===== src/rtl/core/mgrtd_pkg.sv =====
// Shared types and constants for the masked gray/RGB texel decoder.
package mgrtd_pkg;

    // Width of one stream byte and of one color channel.
    localparam int unsigned BYTE_W    = 8;
    // Width of the side exponent register.
    localparam int unsigned SIDE_W    = 4;
    // Smallest side exponent; smaller values act as this one.
    localparam logic [SIDE_W-1:0] SIDE_LOG2_MIN   = 4'd3;
    localparam logic [SIDE_W-1:0] SIDE_LOG2_RESET = 4'd3;
    // Texels covered by one mask byte (log2).
    localparam int unsigned GROUP_LOG2 = 3;

    // Register indexes of the configuration port.
    localparam int unsigned REG_SIDE_LOG2 = 0;

    // Byte phase within a texel group, one-hot coded.
    typedef enum logic [3:0] {
        PH_MASK  = 4'b0001,
        PH_FIRST = 4'b0010,
        PH_GREEN = 4'b0100,
        PH_BLUE  = 4'b1000
    } phase_t;

    // One decoded texel.
    typedef struct packed {
        logic [BYTE_W-1:0] red;
        logic [BYTE_W-1:0] green;
        logic [BYTE_W-1:0] blue;
        logic              was_gray;
        logic              last_texel;
    } texel_t;

endpackage


===== src/rtl/core/mgrtd_cfg.sv =====
// APB register holding the side exponent of the lightmap.
module mgrtd_cfg (
    input  logic                         clk,
    input  logic                         rst_n,
    input  logic                         psel,
    input  logic                         penable,
    input  logic                         pwrite,
    input  logic [1:0]                   paddr,
    input  logic [31:0]                  pwdata,
    output logic [31:0]                  prdata,
    output logic                         pready,
    output logic [mgrtd_pkg::SIDE_W-1:0] side_log2
);
    import mgrtd_pkg::*;

    logic [SIDE_W-1:0] side_log2_reg;
    logic              wr_en;
    logic              addr_hit;

    // Only the word at byte address zero holds a register.
    assign addr_hit = (paddr == 2'(REG_SIDE_LOG2 * 4));
    assign pready   = 1'b1;
    assign wr_en    = psel && penable && pwrite && pready && addr_hit;

    // Write at the access phase of a write transaction.
    always_ff @(posedge clk or negedge rst_n)
    begin
        if (!rst_n)
        begin
            side_log2_reg <= SIDE_LOG2_RESET;
        end
        else if (wr_en)
        begin
            side_log2_reg <= pwdata[SIDE_W-1:0];
        end
    end

    // Read back the register; other addresses read as zero.
    assign prdata    = addr_hit ? {{(32-SIDE_W){1'b0}}, side_log2_reg} : 32'd0;
    assign side_log2 = side_log2_reg;

endmodule


===== src/rtl/core/mgrtd_decode.sv =====
// Byte phase, mask and position tracking; forms one texel per completed pixel.
module mgrtd_decode #(
    parameter int unsigned MAX_SIDE_LOG2 = 12
) (
    input  logic                         clk,
    input  logic                         rst_n,
    input  logic                         fire,
    input  logic [mgrtd_pkg::BYTE_W-1:0] in_byte,
    input  logic [mgrtd_pkg::SIDE_W-1:0] side_log2,
    output logic                         res_valid,
    output mgrtd_pkg::texel_t            res
);
    import mgrtd_pkg::*;

    localparam int unsigned CNT_W = MAX_SIDE_LOG2;
    localparam logic [SIDE_W-1:0] SIDE_LOG2_MAX = SIDE_W'(MAX_SIDE_LOG2);

    phase_t             phase_reg, phase_next;
    logic [BYTE_W-1:0]  mask_reg, mask_next;
    logic [BYTE_W-1:0]  held_red_reg, held_red_next;
    logic [BYTE_W-1:0]  held_green_reg, held_green_next;
    logic [CNT_W-1:0]   col_reg, col_next;
    logic [CNT_W-1:0]   row_reg, row_next;

    logic [SIDE_W-1:0]  side_e;
    logic [CNT_W:0]     side_len;
    logic [CNT_W:0]     col_inc;
    logic [CNT_W:0]     row_inc;
    logic               row_end;
    logic               last;
    logic               emit;

    // Clamp the exponent and form the side length.
    always_comb
    begin
        priority if (side_log2 < SIDE_LOG2_MIN)
            side_e = SIDE_LOG2_MIN;
        else if (side_log2 > SIDE_LOG2_MAX)
            side_e = SIDE_LOG2_MAX;
        else
            side_e = side_log2;
    end

    assign side_len = (CNT_W+1)'(1) << side_e;
    assign col_inc  = {1'b0, col_reg} + (CNT_W+1)'(1);
    assign row_inc  = {1'b0, row_reg} + (CNT_W+1)'(1);
    assign row_end  = (col_inc >= side_len);
    assign last     = row_end && (row_inc >= side_len);

    // Next state and result for the byte at the input.
    always_comb
    begin
        phase_next      = phase_reg;
        mask_next       = mask_reg;
        held_red_next   = held_red_reg;
        held_green_next = held_green_reg;
        col_next        = col_reg;
        row_next        = row_reg;
        emit            = 1'b0;
        res.red         = in_byte;
        res.green       = in_byte;
        res.blue        = in_byte;
        res.was_gray    = 1'b1;
        res.last_texel  = last;

        unique case (phase_reg)
            PH_MASK:
            begin
                mask_next  = in_byte;
                phase_next = PH_FIRST;
            end
            PH_FIRST:
            begin
                if (mask_reg[BYTE_W-1])
                begin
                    held_red_next = in_byte;
                    phase_next    = PH_GREEN;
                end
                else
                begin
                    emit = 1'b1;
                end
            end
            PH_GREEN:
            begin
                held_green_next = in_byte;
                phase_next      = PH_BLUE;
            end
            PH_BLUE:
            begin
                emit         = 1'b1;
                res.red      = held_red_reg;
                res.green    = held_green_reg;
                res.was_gray = 1'b0;
            end
            default:
            begin
                phase_next = PH_MASK;
            end
        endcase

        // A finished texel advances the position and the mask.
        if (emit)
        begin
            mask_next = {mask_reg[BYTE_W-2:0], 1'b0};
            if (row_end)
            begin
                col_next = '0;
                row_next = last ? '0 : row_inc[CNT_W-1:0];
            end
            else
            begin
                col_next = col_inc[CNT_W-1:0];
            end
            phase_next = (col_next[GROUP_LOG2-1:0] == '0) ? PH_MASK : PH_FIRST;
        end
    end

    assign res_valid = emit;

    // State advances on every accepted byte.
    always_ff @(posedge clk or negedge rst_n)
    begin
        if (!rst_n)
        begin
            phase_reg      <= PH_MASK;
            mask_reg       <= '0;
            held_red_reg   <= '0;
            held_green_reg <= '0;
            col_reg        <= '0;
            row_reg        <= '0;
        end
        else if (fire)
        begin
            phase_reg      <= phase_next;
            mask_reg       <= mask_next;
            held_red_reg   <= held_red_next;
            held_green_reg <= held_green_next;
            col_reg        <= col_next;
            row_reg        <= row_next;
        end
    end

    // The final texel of the square sends both counters home.
    a_last_wraps: assert property (@(posedge clk) disable iff (!rst_n)
        fire && emit && last |=> (col_reg == '0) && (row_reg == '0))
        else $error("counters not cleared after final texel");

    // After a texel, a mask byte is expected exactly at a group boundary.
    a_group_phase: assert property (@(posedge clk) disable iff (!rst_n)
        fire && emit |=> ((col_reg[GROUP_LOG2-1:0] == '0) == (phase_reg == PH_MASK)))
        else $error("byte phase does not match group boundary");

    // Each texel consumes one mask bit.
    a_mask_shift: assert property (@(posedge clk) disable iff (!rst_n)
        fire && emit |=> mask_reg == {$past(mask_reg[BYTE_W-2:0]), 1'b0})
        else $error("mask not shifted after texel");

endmodule


===== src/rtl/core/mgrtd_out_reg.sv =====
// Output register that holds one texel until the receiver takes it.
module mgrtd_out_reg (
    input  logic              clk,
    input  logic              rst_n,
    input  logic              load,
    input  mgrtd_pkg::texel_t res,
    input  logic              take,
    output logic              full,
    output mgrtd_pkg::texel_t texel
);
    import mgrtd_pkg::*;

    logic   full_reg, full_next;
    texel_t texel_reg;

    // Valid flag: set by a new texel, cleared when the held one is taken.
    always_comb
    begin
        priority if (load)
            full_next = 1'b1;
        else if (take)
            full_next = 1'b0;
        else
            full_next = full_reg;
    end

    always_ff @(posedge clk or negedge rst_n)
    begin
        if (!rst_n)
        begin
            full_reg <= 1'b0;
        end
        else
        begin
            full_reg <= full_next;
        end
    end

    // Payload needs no reset.
    always_ff @(posedge clk)
    begin
        if (load)
        begin
            texel_reg <= res;
        end
    end

    assign full  = full_reg;
    assign texel = texel_reg;

endmodule


===== src/rtl/core/masked_gray_rgb_texel_decoder.sv =====
// Top level of the masked gray/RGB lightmap texel decoder.
//
// The input stream carries one raw byte per transaction on s_axis_tdata.
// Each group of eight texels in a row starts with a mask byte, read from
// the most significant bit; a set bit announces a red, green, blue triple
// and a clear bit one gray byte copied to all three channels.
// The output stream carries one texel per transaction: red, green and blue
// on m_axis_tdata, the gray flag on m_axis_tuser, and tlast on the final
// texel of the square. After that texel a new image of the same side begins.
// The side exponent is set through the APB port and should be written only
// while the block is idle; values outside 3 up to MAX_SIDE_LOG2 are clamped.
// A texel is presented in the cycle after the byte that completes it.
// Throughput: one byte per cycle, set by the single output register; the
// input is ready whenever that register is empty or being emptied.
// When the receiver stalls, the held texel stays put and s_axis_tready stays
// low until it is taken, even for bytes that would complete no texel.
// Reset clears the phase, the mask and both counters, empties the output
// register, and sets the side exponent to 3.
module masked_gray_rgb_texel_decoder #(
    parameter int unsigned MAX_SIDE_LOG2 = 12
) (
    input  logic        clk,
    input  logic        rst_n,
    // Input stream
    input  logic        s_axis_tvalid,
    output logic        s_axis_tready,
    input  logic [7:0]  s_axis_tdata,   // [7:0] in_byte
    // Output stream
    output logic        m_axis_tvalid,
    input  logic        m_axis_tready,
    output logic [23:0] m_axis_tdata,   // [7:0] red, [15:8] green, [23:16] blue
    output logic        m_axis_tuser,   // [0] was_gray
    output logic        m_axis_tlast,
    // Configuration
    input  logic        psel,
    input  logic        penable,
    input  logic        pwrite,
    input  logic [1:0]  paddr,
    input  logic [31:0] pwdata,
    output logic [31:0] prdata,
    output logic        pready
);
    import mgrtd_pkg::*;

    logic [SIDE_W-1:0] side_log2;
    logic              fire;
    logic              res_valid;
    texel_t            res;
    logic              out_full;
    logic              out_take;
    texel_t            out_texel;

    mgrtd_cfg u_cfg (
        .clk       (clk),
        .rst_n     (rst_n),
        .psel      (psel),
        .penable   (penable),
        .pwrite    (pwrite),
        .paddr     (paddr),
        .pwdata    (pwdata),
        .prdata    (prdata),
        .pready    (pready),
        .side_log2 (side_log2)
    );

    // Accept a byte whenever the output register can take a result.
    assign out_take      = out_full && m_axis_tready;
    assign s_axis_tready = !out_full || m_axis_tready;
    assign fire          = s_axis_tvalid && s_axis_tready;

    mgrtd_decode #(
        .MAX_SIDE_LOG2 (MAX_SIDE_LOG2)
    ) u_decode (
        .clk       (clk),
        .rst_n     (rst_n),
        .fire      (fire),
        .in_byte   (s_axis_tdata),
        .side_log2 (side_log2),
        .res_valid (res_valid),
        .res       (res)
    );

    mgrtd_out_reg u_out (
        .clk   (clk),
        .rst_n (rst_n),
        .load  (fire && res_valid),
        .res   (res),
        .take  (out_take),
        .full  (out_full),
        .texel (out_texel)
    );

    assign m_axis_tvalid = out_full;
    assign m_axis_tdata  = {out_texel.blue, out_texel.green, out_texel.red};
    assign m_axis_tuser  = out_texel.was_gray;
    assign m_axis_tlast  = out_texel.last_texel;

endmodule

===== config.mk =====
export PLATFORM = sky130hd
export DESIGN_NAME = masked_gray_rgb_texel_decoder
export DESIGN_NICKNAME = d
export VERILOG_FILES = /design/src/rtl/core/mgrtd_pkg.sv /design/src/rtl/core/mgrtd_cfg.sv /design/src/rtl/core/mgrtd_decode.sv /design/src/rtl/core/mgrtd_out_reg.sv /design/src/rtl/core/masked_gray_rgb_texel_decoder.sv
export SDC_FILE = /design/constraint.sdc
export NUM_CORES = 1
export LEC_CHECK = 0
export ABC_AREA = 1
export ABC_CLOCK_PERIOD_IN_PS = 2690
export BUFFER_PORTS_ARGS = -buffer_cell sky130_fd_sc_hd__buf_2
export CAP_MARGIN = 20
export CORE_MARGIN = 5
export CORE_UTILIZATION = 45
export DETAILED_ROUTE_END_ITERATION = 10
export PLACE_DENSITY = 0.71
export SETUP_SLACK_MARGIN = 0.1
export SLEW_MARGIN = 20
export SYNTH_ARGS = -nofsm -noshare
export SYNTH_HDL_FRONTEND = slang
export SYNTH_SLANG_ARGS = --single-unit

===== constraint.sdc =====
create_clock -name clk -period 2.69 [get_ports clk]
set_input_delay 0 -clock clk [delete_from_list [all_inputs] [get_ports clk]]
set_output_delay 0 -clock clk [all_outputs]
set_load 0.1 [all_outputs]

==> results.py, run 1 <==
metrics = {
    "critical_path": {
        "arrival_ps": 2950,
        "worstSetupPathType": "flop to flop",
        "required_ps": 2920,
        "crit_fanout": 7,
        "cp-start-kind": "flop",
        "cp-end-kind": "flop",
    },
    "synthesis": {
        "yosys_warnings": 0,
        "synth_edf_count": 26,
        "synth_xor_xnor_area_share_pct": 3.18,
        "synth_top_area_share_pct": 28.9,
        "yosysMostFrequentCell": "nand2_1",
        "synthAdderAreaFrac_pct": 7.49,
        "synth_top_area_cell": "dfrtp_1",
        "synth_compound_gate_area_share_pct": 9.58,
        "synth-async-reset-ratio_pct": 68.7,
        "netlist_area_mm2": 0.00468,
        "ys_seq_area_share_pct": 47.3,
        "synth.avg_cell_area_um2": 8.77,
        "synth_cell_types": 38,
        "ys.flop_type": "dfrtp_1",
        "synthTopCellsByCount": "115 x nand2_1, 67 x inv_1, 54 x dfrtp_1",
        "synthCells": 533,
        "synthSimpleGateAreaFrac_pct": 20.8,
        "ys_ff_latch": 83,
        "synthTopCellsByArea": "dfrtp_1 29%, edfxtp_1 17%, nand2_1 9.2%, ha_1 7.5%, inv_1 5.4%",
        "synthMuxAreaShare_pct": 0,
        "synth_top_family_by_area": "simple AND/OR/NAND/NOR gates",
    },
    "place": {
        "port_buffers": 52,
        "place_congestion": 0.937,
        "dpl_cell_area_mm2": 0.00511,
        "dpl.hpwl_um": 7060,
        "preCtsSetupSlack_ps": -146,
    },
    "global_route": {
        "grt_antenna_before_repair": 0,
        "grt_pass1_vias": 3871,
        "grt_usage_pct": 15.9,
        "grt_pass1_wl_um": 16700,
        "grt_max_degree": 43,
        "grt.overflow.total": 0,
    },
    "power": {
        "p_int_mw": 3.03,
        "pwr-share-comb_pct": 50.2,
        "netSwitchingFraction_pct": 45.0,
        "p_clk_share_pct": 15.7,
        "seq_power_share_pct": 34.1,
        "ir_drop_uv": 411,
        "p_switching_mw": 2.47,
        "total_power_mw": 5.50,
        "p_per_area_mw_per_mm2": 924,
        "p_leak_nw": 2.87,
    },
    "final_layout": {
        "drive_gt1_share_pct": 29.1,
        "area_growth_pct": 27.3,
        "largest_reg_flops": 26,
        "nNetsFinal": 722,
        "fin_area_mm2": 0.00595,
        "antenna_cells": 0,
    },
    "die": {
        "die_y_um": 112,
        "start_util_pct": 45.7,
        "core_region_area_mm2": 0.0102,
        "fp.dieW_um": 112,
        "dieArea_mm2": 0.0125,
        "boundaryPins": 110,
        "row_count": 37,
    },
    "clock_network": {
        "cts_tree": "done",
        "clock_latency_ps": 350,
        "clockRootBuffer": "clkbuf_8",
        "cts_buffer_depth": 2,
        "numCtsBuffers": 9,
        "clkSinkCount": 83,
        "htree_levels": 3,
        "cts.clk_slew.worst_paths_ps": 90,
    },
    "job": {
        "drv_cap": 0,
    },
    "timing": {
        "final_hold_viol_count": 0,
        "finalWorstSetupSlack_ps": -26.3,
        "finalCriticalPeriod_ps": 2720,
        "setup_tns_ps": -81.5,
        "final-max-slew-violation-count": 0,
        "setup_viol": 6,
        "fmax_mhz": 368,
        "rsz0062_at_grt": "true",
        "worst_hold_slack_ps": 78.1,
        "finClkSkew_ps": 6.50,
        "worst_pin_slew_ps": 923,
        "period_share_pct": 101,
        "slew_headroom_pct": 38.5,
    },
    "route": {
        "vias": 3786,
        "dr.first_iter.drc_count": 179,
        "drc": 0,
        "wire_per_inst_um": 12.7,
        "routed_wl_um": 10000,
        "postRouteAntennaNets": 0,
        "first_pass_iters": 4,
        "avgViaCountPerCell": 4.82,
    },
    "worst_hold_path": {
        "hp-class": "input port to flop",
    },
    "outcome": {
        "status": "complete, but fails checks",
        "violations": "negative setup slack",
    },
}
kinds of logic (layout without fill, tap and decap cells):
family / after synthesis / in the layout
simple gates: 214 / 214
buf+inv: 108 / 192
flops: 83 / 83
compound gates: 81 / 81
fa+ha+maj: 28 / 28
xor+xnor: 17 / 17
other cells: 2 / 35
power groups by stage:
stage	Combinational, mW	Sequential, mW	Clock, mW
after floorplan	1.48	2.12	0
after global placement	2.12	1.86	0
after detailed placement	2.18	1.87	0
after CTS	2.42	1.85	0.893
after global routing	3.05	1.92	0.949
final	2.76	1.87	0.863
worst max-delay path: stages, from the launching register on:
cell	delay [ps]
dfrtp_1	430
nand3_2	150
nor3_2	220
buf_4	160
nand2_1	80
xor2_2	170
inv_1	60
ha_1	290
nand2_2	70
nor3_2	190
nand2_1	90
nand3_2	80
nor2_4	60
buf_12	120
nor2_8	170
buf_6	150
o22ai_2	80
final cells by class:
cell class,count,area [um^2]
multi-input combinational,375,2360
inverter,72,275
tap,136,170
timing repair buffer,104,748
clock inverter,7,66.3
sequential,83,2210
clock buffer,9,124
fill,878,4280
final timing paths:
kind	endpoint	from	cells past startpoint	slack, ps
max	u_decode.row_reg[3]	u_decode.col_reg[1]	16	-30
min	u_cfg.side_log2[1]	pwrite	3	80
max reg2reg	u_decode.row_reg[3]	u_decode.col_reg[1]	16	-30
min reg2reg	u_decode.held_green_reg[7]	u_decode.held_green_reg[7]	2	510
max in group asynchronous	u_decode.held_red_reg[3]	rst_n	3	1610
min in group asynchronous	u_decode.row_reg[1]	rst_n	2	310
routing by layer:
metal | vias to the layer above | global-route usage (%) | share of wire (%)
met5 | - | 0 | 0
met4 | 0 | 5.85 | 1.6
met3 | 16 | 4.40 | 5.0
met2 | 94 | 28.9 | 53
met1 | 1771 | 17.8 | 40
li1 | 1905 | - | -
through the flow:
stage                     cells  utilization, %
final                       786            58.2
after global routing        786            58.2
after CTS                   773            54.8
after detailed placement    736            50.0
after global placement      736            50.0
after floorplan             566               -
placed cells by master (no fill, tap or decap), types with 5 or more instances in the layout:
master,Yosys,final
o21ai_1,7,11
buf_4,31,28
inv_2,4,7
clkbuf_8,0,9
nor2_4,3,10
xor2_2,0,5
ha_1,28,25
nand4_1,7,7
nor3_2,0,6
nor2_1,39,31
o21ai_0,37,29
conb_1,2,35
nand3_1,28,19
buf_6,2,6
buf_2,1,52
dlygate4sd3_1,0,15
a21oi_1,20,19
a31oi_1,6,6
dfrtp_1,54,52
inv_1,67,62
edfxtp_1,26,26
nand2_1,115,105
xor2_1,14,9
nand3_2,0,8
o21ai_2,1,5
nand2_2,2,11
repair_timing:
action / CTS / global route
buffers inserted: 6 / 13
resized for setup: 30 / 56
hold buffers: 15 / 0
endpoints found under the setup margin: 26 / 27
hold endpoints to repair: 79 / 0
pin swaps: 14 / 37
No activity file was read; power rests on OpenSTA's default activity.
==> run 2, diff against run 1 <==
--- a/config.mk
+++ b/config.mk
@@ -9,10 +9,13 @@
 export ABC_CLOCK_PERIOD_IN_PS = 2690
 export BUFFER_PORTS_ARGS = -buffer_cell sky130_fd_sc_hd__buf_2
 export CAP_MARGIN = 20
+export CELL_PAD_IN_SITES_DETAIL_PLACEMENT = 1
+export CELL_PAD_IN_SITES_GLOBAL_PLACEMENT = 2
 export CORE_MARGIN = 5
-export CORE_UTILIZATION = 45
+export CORE_UTILIZATION = 30
+export CTS_BUF_LIST = sky130_fd_sc_hd__clkbuf_2 sky130_fd_sc_hd__clkbuf_4 sky130_fd_sc_hd__clkbuf_8
 export DETAILED_ROUTE_END_ITERATION = 10
-export PLACE_DENSITY = 0.71
+export PLACE_DENSITY_LB_ADDON = 0.1
 export SETUP_SLACK_MARGIN = 0.1
 export SLEW_MARGIN = 20
 export SYNTH_ARGS = -nofsm -noshare
==> results.py, run 2 (synthesized netlist as in run 1, its figures left out) <==
metrics = {
    "critical_path": {
        "r2r_slack_ps": 30,
        "arrival_ps": 2930,
        "ff2ff_path_depth": 17,
        "crit_fanout": 7,
        "crit-reg2reg-capture": "u_decode.row_reg[0]",
        "required_ps": 2960,
        "worstSetupStartpoint": "u_decode.col_reg[1]",
        "worstReg2RegStart": "u_decode.col_reg[1]",
        "worstSetupPathType": "flop to flop",
        "cp-endpoint": "u_decode.row_reg[0]",
        "cp-end-kind": "flop",
        "cp-start-kind": "flop",
    },
    "place": {
        "dpl.hpwl_um": 8660,
        "port_buffers": 52,
        "place_congestion": 0.777,
        "dpl_cell_area_mm2": 0.00530,
    },
    "power": {
        "p_int_mw": 3.07,
        "ir_drop_uv": 321,
        "seq_power_share_pct": 33.3,
        "total_power_mw": 5.62,
        "p_per_area_mw_per_mm2": 909,
        "netSwitchingFraction_pct": 45.3,
        "p_leak_nw": 2.90,
        "pwr-share-comb_pct": 49.1,
        "p_switching_mw": 2.54,
        "p_clk_share_pct": 17.6,
    },
    "timing": {
        "period_share_pct": 98.9,
        "setup_viol": 0,
        "final-max-slew-violation-count": 0,
        "rsz0062_at_grt": "true",
        "finalCriticalPeriod_ps": 2660,
        "final_hold_viol_count": 0,
        "slew_headroom_pct": 46.9,
        "finClkSkew_ps": 12.0,
        "setup_tns_ps": 0,
        "worst_pin_slew_ps": 797,
        "worst_hold_slack_ps": 65.0,
        "fmax_mhz": 376,
    },
    "worst_hold_path": {
        "hp-class": "input port to flop",
    },
    "clock_network": {
        "clock_latency_ps": 370,
        "numCtsBuffers": 9,
        "cts_buffer_depth": 2,
        "htree_levels": 3,
        "clockRootBuffer": "clkbuf_8",
        "clkSinkCount": 83,
        "cts.clk_slew.worst_paths_ps": 100,
        "cts_tree": "done",
    },
    "final_layout": {
        "utilization_pct": 40.5,
        "largest_reg_flops": 26,
        "final_common_cell": "nand2_1",
        "fin_area_mm2": 0.00618,
        "antenna_cells": 0,
        "area_growth_pct": 32.2,
        "final_cell_mix": "102 x nand2_1, 59 x inv_1, 52 x buf_2, 51 x dfrtp_1, 35 x conb_1",
        "drive_gt1_share_pct": 31.1,
        "nNetsFinal": 725,
    },
    "die": {
        "die_y_um": 135,
        "row_count": 45,
        "dieArea_mm2": 0.0182,
        "fp.dieW_um": 135,
        "start_util_pct": 30.6,
        "boundaryPins": 110,
        "core_region_area_mm2": 0.0153,
    },
    "global_route": {
        "grt.overflow.total": 0,
        "grt_use_met2_pct": 23.5,
        "grt_pass1_wl_um": 19500,
        "met1_usage_pct": 16.8,
        "grt_antenna_before_repair": 0,
        "grt_pass1_vias": 3930,
        "grt_usage_pct": 13.5,
        "gr-usage-met3_pct": 1.97,
        "grt_max_degree": 41,
        "top_usage_layer": "met2",
    },
    "route": {
        "routed_wl_um": 12000,
        "vias": 3854,
        "first_pass_iters": 4,
        "dr.first_iter.drc_count": 114,
        "drc": 0,
        "postRouteAntennaNets": 0,
        "avgViaCountPerCell": 4.46,
        "wire_per_inst_um": 13.9,
    },
    "job": {
        "drv_cap": 0,
    },
    "outcome": {
        "status": "finished, final reports clean",
    },
}
-- run 2: changes by cell type in the layout (fill, tap and decap cells not counted), moves of 3 or more --
cell / delta
buf_6: +3
nand3_1: -4
xor2_2: -3
inv_2: +4
nand3_2: +3
inv_1: -3
ha_1: -4
nand2_1: -3
-- run 2: worst max-delay path: stages, from the launching register on --
cell and delay, ps:
dfrtp_1 370, ha_2 210, nand2_4 70, nor2_4 120, inv_2 60, nor2_4 130, nand3_2 100, xor2_2 170
ha_1 310, nand2_2 90, nor2_4 130, nand3_2 80, nor2_2 120, nor2_4 90, nor2_8 140, clkinvlp_4 210
nand2_1 110, o21ai_1 60
-- run 2: power by group through the flow --
stage               clock (mW)  combinational, mW  sequential [mW]
floorplan                    0               1.48             2.12
global placement             0               2.30             1.86
detailed placement           0               2.34             1.87
CTS                       1.02               2.69             1.86
global route              1.07               3.07             1.91
finish                   0.986               2.76             1.87
-- run 2: final cells by class --
| cell class | instances | area (um^2) |
|---|---|---|
| clock inverter | 7 | 83.8 |
| fill | 1792 | 9080 |
| sequential | 83 | 2210 |
| tap | 211 | 264 |
| inverter | 72 | 274 |
| clock buffer | 9 | 124 |
| timing repair buffer | 107 | 782 |
| multi-input combinational | 375 | 2440 |
-- run 2: what timing repair did --
action / 4_1_cts / 5_1_grt
endpoints found under the hold margin: 72 / 0
setup endpoints to repair: 27 / 27
pin swaps: 25 / 23
gates resized for setup: 67 / 34
buffers inserted: 11 / 2
hold buffers: 15 / 0
-- run 2: through the flow --
step	setup WS [ps]	instances
global placement	-185	820
global route	-183	864
floorplan	187	566
finish	29.9	864
detailed placement	-272	820
CTS	-6.22	862
-- run 2: metal layers --
| metal | vias to the layer above | routed length (um) |
|---|---|---|
| li1 | 1911 | - |
| met2 | 80 | 5990 |
| met4 | 0 | 203 |
| met3 | 13 | 497 |
| met1 | 1850 | 5300 |
| met5 | - | 0 |
-- run 2: worst min path at each step --
| stage | from | end | slack (ps) | depth (start not counted) |
|---|---|---|---|---|
| floorplan | rst_n | u_cfg.side_log2[2] | -300 | 0 |
| global placement | rst_n | u_decode.col_reg[1] | 130 | 1 |
| detailed placement | rst_n | u_decode.col_reg[1] | 140 | 1 |
| CTS | pwrite | u_cfg.side_log2[1] | 50 | 3 |
| global route | pwrite | u_cfg.side_log2[0] | 100 | 3 |
| finish | pwrite | u_cfg.side_log2[1] | 70 | 3 |
